--- src/sv/mnft_pkg.sv ---
// Shared types, constants and decode helpers for the MIDI note filter/tracker.
package mnft_pkg;

    // Defaults for the top-level parameters
    localparam int unsigned RING_DEPTH_DEF = 32;
    localparam int unsigned WINDOW_MS_DEF  = 60000;
    localparam int unsigned UPDATE_MS_DEF  = 1000;

    // Configuration port
    localparam int unsigned CFG_ADDR_W = 3;
    localparam logic REG_CHANNEL_FILTER = 1'b0;
    localparam logic REG_TRANSPOSE      = 1'b1;

    // Status nibble codes
    localparam logic [3:0] KIND_NOTE_OFF = 4'h8;
    localparam logic [3:0] KIND_NOTE_ON  = 4'h9;
    localparam logic [3:0] KIND_CTRL     = 4'hB;
    localparam logic [3:0] KIND_PROG     = 4'hC;
    localparam logic [3:0] KIND_PRESS    = 4'hD;
    localparam logic [3:0] KIND_SYSTEM   = 4'hF;

    // System status codes with their own lengths
    localparam logic [7:0] SYS_EX_START  = 8'hF0;
    localparam logic [7:0] SYS_QFRAME    = 8'hF1;
    localparam logic [7:0] SYS_SONG_POS  = 8'hF2;
    localparam logic [7:0] SYS_SONG_SEL  = 8'hF3;
    localparam logic [7:0] SYS_UNDEF_F4  = 8'hF4;
    localparam logic [7:0] SYS_UNDEF_F5  = 8'hF5;
    localparam logic [7:0] SYS_EX_END    = 8'hF7;

    localparam logic [6:0] CC_SUSTAIN    = 7'd64;
    localparam logic [6:0] SUSTAIN_ON    = 7'd64;
    localparam logic [6:0] NOTE_MAX      = 7'd127;

    // Controller states
    typedef enum logic [1:0] {
        S_IDLE,
        S_EXEC,
        S_SCAN,
        S_DONE
    } t_state;

    // Controller to datapath
    typedef struct packed {
        logic take;        // latch the input word
        logic exec;        // evaluate the latched word
        logic scan_start;  // open a ring recount
        logic scan_step;   // one ring entry per cycle
        logic scan_commit; // store the recount result
        logic out_load;    // load the output word
    } t_dp_cmd;

    // Datapath to controller
    typedef struct packed {
        logic tick_due;    // latched word is a tick past the update interval
        logic scan_last;   // no more ring reads to issue
    } t_dp_sts;

    // Bytes a status needs; zero means no fixed length
    function automatic logic [1:0] f_expected_length(input logic [7:0] st);
        logic [1:0] need;
        need = 2'd3;
        unique case (st[7:4]) inside
            KIND_PROG, KIND_PRESS: need = 2'd2;
            KIND_SYSTEM: begin
                unique case (st) inside
                    SYS_QFRAME, SYS_SONG_SEL: need = 2'd2;
                    SYS_SONG_POS: need = 2'd3;
                    SYS_EX_START, SYS_UNDEF_F4, SYS_UNDEF_F5, SYS_EX_END: need = 2'd0;
                    default: need = 2'd1;
                endcase
            end
            default: need = 2'd3;
        endcase
        return need;
    endfunction

endpackage

--- src/sv/midi_note_filter_tracker.sv ---
// Top level: MIDI note filter and tracker, controller plus datapath.
//
//  channel | handshake                | word
//  --------+--------------------------+-----------------------------------------
//  input   | i_in_valid / o_in_stall  | action, time, status, data bytes, length
//  output  | o_out_valid / i_out_stall| accepted, note, held, last, sustain, rates
//  config  | psel/penable/pwrite      | channel filter at 0, transpose at 4
//
// A message or a tick that is not due goes from accept through the execute and done states to the next accept.
// A due tick walks the stamp ring in the scan state, one entry per cycle through its
// single read port, between the execute and done states.
// Synchronous active-low reset clears all note state and the ring valid bits at once.
// A stalled output word holds; the next word waits in the controller until it drains.
module midi_note_filter_tracker #(
    parameter int unsigned RING_DEPTH = mnft_pkg::RING_DEPTH_DEF,
    parameter int unsigned WINDOW_MS  = mnft_pkg::WINDOW_MS_DEF,
    parameter int unsigned UPDATE_MS  = mnft_pkg::UPDATE_MS_DEF
) (
    input  logic                            i_clk,
    input  logic                            i_rst_n,
    // configuration
    input  logic                            psel,
    input  logic                            penable,
    input  logic                            pwrite,
    input  logic [mnft_pkg::CFG_ADDR_W-1:0] paddr,
    input  logic [31:0]                     pwdata,
    output logic [31:0]                     prdata,
    output logic                            pready,
    // input channel
    input  logic                            i_in_valid,
    output logic                            o_in_stall,
    input  logic                            i_action,
    input  logic [31:0]                     i_time_ms,
    input  logic [7:0]                      i_status_byte,
    input  logic [6:0]                      i_data_one,
    input  logic [6:0]                      i_data_two,
    input  logic [1:0]                      i_msg_length,
    // output channel
    output logic                            o_out_valid,
    input  logic                            i_out_stall,
    output logic                            o_accepted,
    output logic [6:0]                      o_out_note,
    output logic [7:0]                      o_held_count,
    output logic [6:0]                      o_last_note,
    output logic [6:0]                      o_last_velocity,
    output logic                            o_sustain_down,
    output logic [31:0]                     o_note_events,
    output logic [5:0]                      o_notes_per_minute
);
    import mnft_pkg::*;

    t_dp_cmd cmd;
    t_dp_sts sts;

    mnft_ctrl u_ctrl (
        .i_clk       (i_clk),
        .i_rst_n     (i_rst_n),
        .i_in_valid  (i_in_valid),
        .o_in_stall  (o_in_stall),
        .o_out_valid (o_out_valid),
        .i_out_stall (i_out_stall),
        .i_sts       (sts),
        .o_cmd       (cmd)
    );

    mnft_dp #(
        .RING_DEPTH (RING_DEPTH),
        .WINDOW_MS  (WINDOW_MS),
        .UPDATE_MS  (UPDATE_MS)
    ) u_dp (
        .i_clk              (i_clk),
        .i_rst_n            (i_rst_n),
        .i_cmd              (cmd),
        .o_sts              (sts),
        .psel               (psel),
        .penable            (penable),
        .pwrite             (pwrite),
        .paddr              (paddr),
        .pwdata             (pwdata),
        .prdata             (prdata),
        .pready             (pready),
        .i_action           (i_action),
        .i_time_ms          (i_time_ms),
        .i_status_byte      (i_status_byte),
        .i_data_one         (i_data_one),
        .i_data_two         (i_data_two),
        .i_msg_length       (i_msg_length),
        .o_accepted         (o_accepted),
        .o_out_note         (o_out_note),
        .o_held_count       (o_held_count),
        .o_last_note        (o_last_note),
        .o_last_velocity    (o_last_velocity),
        .o_sustain_down     (o_sustain_down),
        .o_note_events      (o_note_events),
        .o_notes_per_minute (o_notes_per_minute)
    );

endmodule

--- src/sv/mnft_ctrl.sv ---
// Controller: sequences accept, evaluate, ring recount and output load.
module mnft_ctrl (
    input  logic               i_clk,
    input  logic               i_rst_n,
    input  logic               i_in_valid,
    output logic               o_in_stall,
    output logic               o_out_valid,
    input  logic               i_out_stall,
    input  mnft_pkg::t_dp_sts  i_sts,
    output mnft_pkg::t_dp_cmd  o_cmd
);
    import mnft_pkg::*;

    t_state r_state, n_state;
    logic   r_out_vld, n_out_vld;
    logic   load_ok;

    // output register may be refilled when empty or being drained
    assign load_ok = !r_out_vld || !i_out_stall;

    // next state
    always_comb begin
        n_state = r_state;
        unique case (r_state)
            S_IDLE: if (i_in_valid) n_state = S_EXEC;
            S_EXEC: n_state = i_sts.tick_due ? S_SCAN : S_DONE;
            S_SCAN: if (i_sts.scan_last) n_state = S_DONE;
            S_DONE: if (load_ok) n_state = S_IDLE;
            default: n_state = S_IDLE;
        endcase
    end

    // commands
    always_comb begin
        o_cmd = '0;
        unique case (r_state)
            S_IDLE: o_cmd.take = i_in_valid;
            S_EXEC: begin
                o_cmd.exec       = 1'b1;
                o_cmd.scan_start = i_sts.tick_due;
            end
            S_SCAN: begin
                o_cmd.scan_step   = 1'b1;
                o_cmd.scan_commit = i_sts.scan_last;
            end
            S_DONE: o_cmd.out_load = load_ok;
            default: o_cmd = '0;
        endcase
    end

    // output valid flag
    always_comb begin
        n_out_vld = r_out_vld;
        if (o_cmd.out_load) begin
            n_out_vld = 1'b1;
        end else if (!i_out_stall) begin
            n_out_vld = 1'b0;
        end
    end

    always_ff @(posedge i_clk) begin
        if (!i_rst_n) begin
            r_state   <= S_IDLE;
            r_out_vld <= 1'b0;
        end else begin
            r_state   <= n_state;
            r_out_vld <= n_out_vld;
        end
    end

    assign o_in_stall  = (r_state != S_IDLE);
    assign o_out_valid = r_out_vld;

endmodule

--- src/sv/mnft_dp.sv ---
// Datapath: filter, transpose, note state, stamp ring and recount counter.
module mnft_dp #(
    parameter int unsigned RING_DEPTH = mnft_pkg::RING_DEPTH_DEF,
    parameter int unsigned WINDOW_MS  = mnft_pkg::WINDOW_MS_DEF,
    parameter int unsigned UPDATE_MS  = mnft_pkg::UPDATE_MS_DEF
) (
    input  logic                            i_clk,
    input  logic                            i_rst_n,
    input  mnft_pkg::t_dp_cmd               i_cmd,
    output mnft_pkg::t_dp_sts               o_sts,
    // configuration
    input  logic                            psel,
    input  logic                            penable,
    input  logic                            pwrite,
    input  logic [mnft_pkg::CFG_ADDR_W-1:0] paddr,
    input  logic [31:0]                     pwdata,
    output logic [31:0]                     prdata,
    output logic                            pready,
    // input word
    input  logic                            i_action,
    input  logic [31:0]                     i_time_ms,
    input  logic [7:0]                      i_status_byte,
    input  logic [6:0]                      i_data_one,
    input  logic [6:0]                      i_data_two,
    input  logic [1:0]                      i_msg_length,
    // output word
    output logic                            o_accepted,
    output logic [6:0]                      o_out_note,
    output logic [7:0]                      o_held_count,
    output logic [6:0]                      o_last_note,
    output logic [6:0]                      o_last_velocity,
    output logic                            o_sustain_down,
    output logic [31:0]                     o_note_events,
    output logic [5:0]                      o_notes_per_minute
);
    import mnft_pkg::*;

    localparam int unsigned AW = (RING_DEPTH > 1) ? $clog2(RING_DEPTH) : 1;
    localparam int unsigned IW = $clog2(RING_DEPTH + 1);
    localparam int unsigned CW = $clog2(RING_DEPTH + 1);

    // configuration registers
    logic [4:0] r_chan_filter;
    logic [7:0] r_transpose;

    // latched input word
    logic        r_action;
    logic [31:0] r_now;
    logic [7:0]  r_status;
    logic [6:0]  r_d1;
    logic [6:0]  r_d2;
    logic [1:0]  r_len;

    // tracked note state
    logic [127:0]  r_held;
    logic [7:0]    r_held_total;
    logic [6:0]    r_latest_note;
    logic [6:0]    r_latest_vel;
    logic [31:0]   r_events;
    logic          r_sustain;
    logic [AW-1:0] r_head;
    logic [CW-1:0] r_rate;
    logic [31:0]   r_last_upd;

    // per-item result
    logic       r_res_ok;
    logic [6:0] r_res_note;

    // stamp ring
    logic [31:0]           r_ring [RING_DEPTH];
    logic [RING_DEPTH-1:0] r_ring_vld;
    logic [31:0]           r_rd_stamp;
    logic                  r_rd_live;
    logic [IW-1:0]         r_idx;
    logic [CW-1:0]         r_cnt;

    // message decode
    logic [1:0]        need;
    logic [3:0]        kind;
    logic [4:0]        chan;
    logic              pass;
    logic              is_note;
    logic              msg_ok;
    logic              note_on;
    logic              note_off_held;
    logic signed [8:0] shifted;
    logic [6:0]        note;
    logic              sustain_wr;
    logic              cfg_wr;

    // ring recount
    logic          hit;
    logic [CW-1:0] cnt_sum;
    logic          rd_en;
    logic [AW-1:0] rd_addr;
    logic          ring_wr;

    // configuration port
    assign pready = 1'b1;
    assign cfg_wr = psel && penable && pwrite;

    always_ff @(posedge i_clk) begin
        if (!i_rst_n) begin
            r_chan_filter <= '0;
            r_transpose   <= '0;
        end else if (cfg_wr) begin
            unique case (paddr[2])
                REG_CHANNEL_FILTER: r_chan_filter <= pwdata[4:0];
                REG_TRANSPOSE:      r_transpose   <= pwdata[7:0];
                default:            r_transpose   <= r_transpose;
            endcase
        end
    end

    always_comb begin
        unique case (paddr[2])
            REG_CHANNEL_FILTER: prdata = {27'd0, r_chan_filter};
            REG_TRANSPOSE:      prdata = {24'd0, r_transpose};
            default:            prdata = '0;
        endcase
    end

    // input word latch
    always_ff @(posedge i_clk) begin
        if (i_cmd.take) begin
            r_action <= i_action;
            r_now    <= i_time_ms;
            r_status <= i_status_byte;
            r_d1     <= i_data_one;
            r_d2     <= i_data_two;
            r_len    <= i_msg_length;
        end
    end

    // filter and classify the message
    always_comb begin
        need    = f_expected_length(r_status);
        kind    = r_status[7:4];
        chan    = {1'b0, r_status[3:0]} + 5'd1;
        pass    = (r_len != 2'd0) && r_status[7] && (need != 2'd0) && (r_len >= need)
                  && ((r_chan_filter == 5'd0) || (chan == r_chan_filter));
        is_note = (kind == KIND_NOTE_ON) || (kind == KIND_NOTE_OFF);
        msg_ok  = pass && !(is_note && (r_len != 2'd3));
    end

    // transpose with clamp to 0..127
    always_comb begin
        shifted = $signed({2'b00, r_d1}) + $signed({r_transpose[7], r_transpose});
        if (shifted < 0) begin
            note = 7'd0;
        end else if (shifted > $signed({2'b00, NOTE_MAX})) begin
            note = NOTE_MAX;
        end else begin
            note = shifted[6:0];
        end
    end

    always_comb begin
        note_on       = !r_action && msg_ok && is_note
                        && (kind == KIND_NOTE_ON) && (r_d2 != 7'd0);
        note_off_held = !r_action && msg_ok && is_note && !note_on && r_held[note];
        sustain_wr    = !r_action && msg_ok && (kind == KIND_CTRL)
                        && (r_len == 2'd3) && (r_d1 == CC_SUSTAIN);
        ring_wr       = i_cmd.exec && note_on;
    end

    // tick decision
    assign o_sts.tick_due = r_action && ((r_now - r_last_upd) > 32'(UPDATE_MS));

    // note state and per-item result
    always_ff @(posedge i_clk) begin
        if (!i_rst_n) begin
            r_held        <= '0;
            r_held_total  <= '0;
            r_latest_note <= '0;
            r_latest_vel  <= '0;
            r_events      <= '0;
            r_sustain     <= 1'b0;
            r_head        <= '0;
        end else if (i_cmd.exec) begin
            if (note_on) begin
                if (!r_held[note]) begin
                    r_held[note] <= 1'b1;
                    r_held_total <= r_held_total + 8'd1;
                end
                r_latest_note <= note;
                r_latest_vel  <= r_d2;
                r_events      <= r_events + 32'd1;
                r_head        <= (r_head == AW'(RING_DEPTH - 1)) ? '0 : r_head + 1'b1;
            end else if (note_off_held) begin
                r_held[note] <= 1'b0;
                if (r_held_total != 8'd0) begin
                    r_held_total <= r_held_total - 8'd1;
                end
            end
            if (sustain_wr) begin
                r_sustain <= (r_d2 >= SUSTAIN_ON);
            end
        end
    end

    always_ff @(posedge i_clk) begin
        if (i_cmd.exec) begin
            r_res_ok   <= !r_action && msg_ok;
            if (r_action) begin
                r_res_note <= 7'd0;
            end else if (msg_ok && is_note) begin
                r_res_note <= note;
            end else begin
                r_res_note <= r_d1;
            end
        end
    end

    // last ring read issued
    assign o_sts.scan_last = (r_idx == IW'(RING_DEPTH));

    // ring read side: one entry per cycle
    always_comb begin
        hit       = r_rd_live && (r_rd_stamp != 32'd0)
                    && ((r_now - r_rd_stamp) < 32'(WINDOW_MS));
        cnt_sum   = r_cnt + CW'(hit);
        rd_en     = i_cmd.scan_start || (i_cmd.scan_step && !o_sts.scan_last);
        rd_addr   = i_cmd.scan_start ? '0 : r_idx[AW-1:0];
    end

    // stamp memory
    always_ff @(posedge i_clk) begin
        if (ring_wr) begin
            r_ring[r_head] <= r_now;
        end
        if (rd_en) begin
            r_rd_stamp <= r_ring[rd_addr];
        end
    end

    // entry valid bits stand in for the cleared ring
    always_ff @(posedge i_clk) begin
        if (!i_rst_n) begin
            r_ring_vld <= '0;
            r_rd_live  <= 1'b0;
        end else begin
            if (ring_wr) begin
                r_ring_vld[r_head] <= 1'b1;
            end
            if (rd_en) begin
                r_rd_live <= r_ring_vld[rd_addr];
            end
        end
    end

    // recount walk
    always_ff @(posedge i_clk) begin
        if (!i_rst_n) begin
            r_idx      <= '0;
            r_cnt      <= '0;
            r_rate     <= '0;
            r_last_upd <= '0;
        end else begin
            if (i_cmd.scan_start) begin
                r_idx <= IW'(1);
                r_cnt <= '0;
            end else if (i_cmd.scan_step) begin
                r_cnt <= cnt_sum;
                if (!o_sts.scan_last) begin
                    r_idx <= r_idx + 1'b1;
                end
            end
            if (i_cmd.scan_commit) begin
                r_rate     <= cnt_sum;
                r_last_upd <= r_now;
            end
        end
    end

    // output word register
    always_ff @(posedge i_clk) begin
        if (i_cmd.out_load) begin
            o_accepted         <= r_res_ok;
            o_out_note         <= r_res_note;
            o_held_count       <= r_held_total;
            o_last_note        <= r_latest_note;
            o_last_velocity    <= r_latest_vel;
            o_sustain_down     <= r_sustain;
            o_note_events      <= r_events;
            o_notes_per_minute <= 6'(r_rate);
        end
    end

endmodule

--- config.mk ---
export PLATFORM = sky130hd
export DESIGN_NAME = midi_note_filter_tracker
export DESIGN_NICKNAME = d
export VERILOG_FILES = /design/src/sv/mnft_pkg.sv /design/src/sv/midi_note_filter_tracker.sv /design/src/sv/mnft_ctrl.sv /design/src/sv/mnft_dp.sv
export SDC_FILE = /design/constraint.sdc
export NUM_CORES = 2
export LEC_CHECK = 0
export ABC_CLOCK_PERIOD_IN_PS = 8810
export BUFFER_PORTS_ARGS = -buffer_cell sky130_fd_sc_hd__clkbuf_2
export CAP_MARGIN = 20
export CORE_AREA = 2 2 344 346
export CTS_BUF_LIST = sky130_fd_sc_hd__clkbuf_8 sky130_fd_sc_hd__clkbuf_16
export DETAILED_ROUTE_END_ITERATION = 6
export DIE_AREA = 0 0 346 348
export PLACE_DENSITY_LB_ADDON = 0.08
export REMOVE_ABC_BUFFERS = 1
export SYNTH_ARGS = -nofsm -noshare
export SYNTH_HDL_FRONTEND = slang
export SYNTH_SLANG_ARGS = --single-unit
--- constraint.sdc ---
create_clock -name i_clk -period 8.81 [get_ports i_clk]
set_input_delay 1.762 -clock i_clk [delete_from_list [all_inputs] [get_ports i_clk]]
set_output_delay 1.762 -clock i_clk [all_outputs]
set_load 0.01 [all_outputs]
# Yosys cells after proc, flatten, opt, wreduce, memory -nomap -nowiden
# Memory sizes are Yosys's and may differ from the RTL's. A register that Yosys moved wholly into a read port is not among the register bits.
# Cells that the tools add are included.
# word_totals
reg_bits,421
ram_bits,1024
inputBits,99
out_inout_bits,104
wordCells,189
memories,1
# mem_list
name,words,word_bits,rd,rd_ports_with_merged_regs,wr,line_no,source
u_dp.r_ring,32,32,1,1,1,mnft_dp.sv:70,logic [31:0] r_ring [RING_DEPTH];
# op_classes
addsub,10
n_lt_le_gt_ge,11
n_eq_ne,28
mux,39
n_bitwise,7
n_reduce_logical,59
# op_table
op,n
128-bit 2-to-1 mux,3
128-bit AND,1
128-bit inverter,1
128-bit bitwise OR,1
32-bit one-hot mux with 2 select lines,1
32-bit subtractor,2
"8-bit equality test, second input constant",7
"32-bit by 1-bit adder with 32-bit output, second input constant",1
"32-bit by 10-bit > comparator with 1-bit output, second input constant",1
"32-bit by 16-bit < comparator with 1-bit output, second input constant",1
8-bit 2-to-1 mux,4
32-bit bitwise OR,1
32-bit nonzero test,1
1-bit logical AND,25
"4-bit equality test, second input constant",6
7-bit 2-to-1 mux,3
1-bit 2-to-1 mux,14
"5-bit by 6-bit < comparator with 1-bit output, second input constant",2
2-bit AND reduction,6
2-bit nonzero test,6
2-bit 2-to-1 mux,5
5-bit 2-to-1 mux,2
8-bit by 8-bit adder with 9-bit output,1
"9-bit by 8-bit > comparator with 1-bit output, second input constant",1
other kinds (38),58

# Longest topological paths before layout
# depth
ltp_word,18
depth_mapped,22
ltp_nobuf,21

# Cells and area by module
# A second synthesis with hierarchy kept.
# unflattened
hier_cells,4131
area_unflattened_um2,62561.3
# by_module_without_submodules
module,instances,cells_each,area_per_inst_um2,seq_area_each_um2
mnft_dp,1,4098,62293.5,41419.7
mnft_ctrl,1,33,267.8,60.1

# Worst setup path after synthesis
# No wires, ideal clock.
# synth_timing
kind,input to register
from,in i_out_stall
to,reg u_dp.o_accepted (enable)
setup_ns,0.601
arrival_ns,6.789
t_required_ns,8.209
slack_ns,1.420
stages,1
n_path_buf,0
cell_sequence,a21boi_0
# synth_between
elab_chain_cells,3
# synth_rtl
item,line_no,source
"start, declared",midi_note_filter_tracker.sv:40,"input logic i_out_stall,"
1-bit logical NOT,mnft_ctrl.sv:19,assign load_ok = !r_out_vld || !i_out_stall;
1-bit logical OR,mnft_ctrl.sv:19,
1-bit 2-to-1 mux,mnft_ctrl.sv:36,unique case (r_state)
"end signal, assigned",mnft_dp.sv:279,o_accepted <= r_res_ok;
"end, declared",mnft_dp.sv:27,"output logic o_accepted,"
# No other way between the ends.
# A chain may end at the register's enable or synchronous reset.

# Final worst setup path
# layout_timing
from,reg u_dp.r_now[2]
to,reg u_dp.r_rd_stamp[3] (read register of u_dp.r_ring) (data pin)
# layout_between
elab_chain_cells,5
elab_cells_between_ends,6
cone_classes,add/sub: 1; order compare: 1; mux: 2; reduce/logical: 2
# layout_rtl
item,line_no,source
"start, declared",mnft_dp.sv:48,logic [31:0] r_now;
"start signal, assigned",mnft_dp.sv:127,r_now <= i_time_ms;
32-bit subtractor (*),mnft_dp.sv:168,assign o_sts.tick_due = r_action && ((r_now - r_last_upd) > 32'(UPDATE_MS));
32-bit by 10-bit > comparator with 1-bit output (*),mnft_dp.sv:168,
1-bit logical AND (*),mnft_dp.sv:168,
2-bit 2-to-1 mux (*),mnft_ctrl.sv:36,
5-bit 2-to-1 mux / 1-bit logical OR (equally long branches),"mnft_dp.sv:224, mnft_dp.sv:223",
"end, declared",mnft_dp.sv:72,logic [31:0] r_rd_stamp;
# Every way passes the cells marked *; elsewhere a longest branch is shown, timed or not.

==> flow_summary.ini <==
[yosys]
synthArstFlopShare = 0
avgSynthCellArea_um2 = 12.7
synth_most_common_cell = edfxtp_1
synthCells = 5018
yosysTopAreaCell = edfxtp_1
synth_edf_count = 1190
synth_top_area_share = 0.559
ys_seq_area_frac = 0.649
ys_top_cells_by_count = edfxtp_1, nor2_1, nand2_1
synth_area_leaders = edfxtp_1, dfxtp_1, mux2i_1
yosys_warnings = 0
ys.flop_type = edfxtp_1
ys_ff_latch = 1477
synth_area_um2 = 63900
ys_types = 82

[layout]
seqCellArea_um2 = 41500
fin_nets = 5304
stdcell_count = 6768
multiInputGateArea_um2 = 20900
utilization = 0.610
design_area_um2 = 71400
drive_gt1_frac = 0.138
fill_cells = 9158
syn2layout_area_growth_pct = 11.7

[place]
placedCellCount = 6484
hpwl_um = 100000
portBuffers = 151
place_area_um2 = 66500
place_congestion = 0.884

[setup_path]
rr_worst_depth = 16
end_kind = register
crit_type = reg -> reg
start_kind = register
r2r_slack_ns = 2.08
cpPeakStageDelay_ns = 0.87
timing.rr.end = u_dp.r_rd_stamp[3]
cpMaxStageDelayCell = a21oi_4
critPathRequiredTime_ns = 9.27
startpoint = u_dp.r_now[2]
cp_max_fo = 78
cpLargestDelayFamily = compound AO/OA/AOI/OAI gates
r2r_start = u_dp.r_now[2]
crit_buf_inv = 2
critPathMostFrequentCell = a221oi_1
arrival_ns = 7.19
worstPathCellList = buf_4, ha_1, nor2b_1, o211ai_1, a21oi_1, a221oi_1, a2111o_1, a2111oi_0, and4_1, nand4bb_1, a21oi_4, buf_12, mux2i_1, a221oi_1, o31ai_1, a31oi_1

[clock_tree]
holdBufCountCts = 0
clk_pin_slew_ns = 0.06
clock_path_buffers = 3
clock-root-buffer = clkbuf_16
cts_repair_resize_count = 0
cts_tree = built
htreeDepth = 4
cts_sinks = 1477
cts_buffers = 154
clk_latency_ns = 0.76
postCtsSetupBuffers = 0

[floorplanning]
start_util = 0.546
ios = 203
die_x_um = 346
fp.dieArea_um2 = 120000
die_h_um = 348
core_area_um2 = 117000
rows = 126

[global_routing]
grt-ovfl-total = 0
antenna_found_initial = 2
grt_pass1_vias = 42100
grt_max_degree = 158
grt_pass1_wl_um = 256000
track_usage = 0.278

[detailed_routing]
post-route-drc-count = 0
drt-vias-per-instance = 6.34
drt_iter0_drc = 4042
ant_nets = 0
drtPass1Iterations = 7
vias = 42900
drt-total-wl_um = 169000
avgRoutedWirePerCell_um = 25.0

[sta]
timing.final.crit_share = 0.764
max_freq_mhz = 149
tightest_slew_ns = 1.14
min_period_ns = 6.73
setup_viol = 0
finalHoldViolCount = 0
slew_headroom = 0.235
slew_violations = 0
rsz0062_at_grt = no
skew_ns = 0.0243

[min_path]
timing.hold.worst_endpoint = u_dp.o_out_note[2]
hp-start = u_dp.r_res_note[2]
hp-class = reg -> reg
whs_path_depth = 0

[pwr]
vdd_drop_max_uv = 193
power.density_nw_per_um2 = 252
total_power_mw = 18.0
p_leak_nw = 23.4

[outcome]
status = completed

[run]
maxCapViolations = 0
-- cell usage in the layout, fill, tap and decap left out, drive strengths merged, types with 105 or more instances in the layout --
cell type and count:
o21ai 166, o311ai 105, inv 167, a21oi 224
nand2 317, nor2 374, edfxtp 1190, mux2 138
nand2b 109, mux2i 229, buf 135, o22ai 228
nor3 118, clkbuf 318, dfxtp 287
-- power by group --
part           leakage (nW)  switching [mW]  internal, mW
Clock                  2.54            2.63          3.57
Combinational          7.75            2.44          1.15
Sequential             13.1           0.153          8.05
Total                  23.4            5.23          12.8
-- layer usage --
metal / vias up / GRT usage / part of all wire
met5: - / 0 / 0.000071
met2: 1503 / 0.467 / 0.49
li1: 19600 / - / -
met3: 269 / 0.0482 / 0.068
met4: 2 / 0.0858 / 0.026
met1: 21500 / 0.369 / 0.42
-- worst max-delay path by stage --
stage | to | slack [ns] | depth (start not counted)
global route | u_dp.r_rd_stamp[25] | 1.78 | 16
floorplan | u_dp.r_rd_stamp[0] | -10.35 | 5
finish | u_dp.r_rd_stamp[3] | 2.08 | 16
CTS | u_dp.r_rd_stamp[25] | 2.21 | 16
detailed placement | u_dp.r_rd_stamp[25] | 2.24 | 16
global placement | u_dp.r_rd_stamp[25] | 2.29 | 16
-- kinds of logic after synthesis --
logic type	synth area share
buf+inv	0.0317
compound gates	0.140
flops	0.649
simple gates	0.0881
xor+xnor	0.00959
other cells	0.000117
fa+ha+maj	0.0199
mux	0.0612
-- stage by stage --
step	setup WS, ns	setup TNS, ns	hold WS, ns
floorplan	-10.35	-1082.55	0.400
global placement	2.29	0	0.402
detailed placement	2.24	0	0.405
CTS	2.21	0	0.420
global route	1.78	0	0.428
finish	2.08	0	0.419
-- sequential cells by signal (all words and copies together) (netlist names), 32 cells and up, named ones only --
| signal | flops |
|---|---|
| u_dp.r_ring | 1024 |
| u_dp.o_note_events | 32 |
| u_dp.r_events | 32 |
| u_dp.r_last_upd | 32 |
| u_dp.r_now | 32 |
| u_dp.r_rd_stamp | 32 |
| u_dp.r_ring_vld | 32 |
-- final cells by class --
class	instances	share of cell area
Clock buffer	168	0.0579
Antenna cell	1	0.0000351
Tap cell	1536	0.0269
Inverter	117	0.00626
Clock inverter	113	0.00982
Multi-Input combinational cell	3071	0.292
Sequential cell	1477	0.581
Timing Repair Buffer	285	0.0256
-- worst reg2reg max path, stage by stage, from the launching register on --
cell	delay (ns)
edfxtp_1	0.36
buf_4	0.25
ha_1	0.43
nor2b_1	0.41
o211ai_1	0.24
a21oi_1	0.27
a221oi_1	0.15
a2111o_1	0.37
a2111oi_0	0.33
and4_1	0.30
nand4bb_1	0.73
a21oi_4	0.89
buf_12	0.38
mux2i_1	0.43
a221oi_1	0.10
o31ai_1	0.70
a31oi_1	0.08
(Power assumes the default switching activity.)
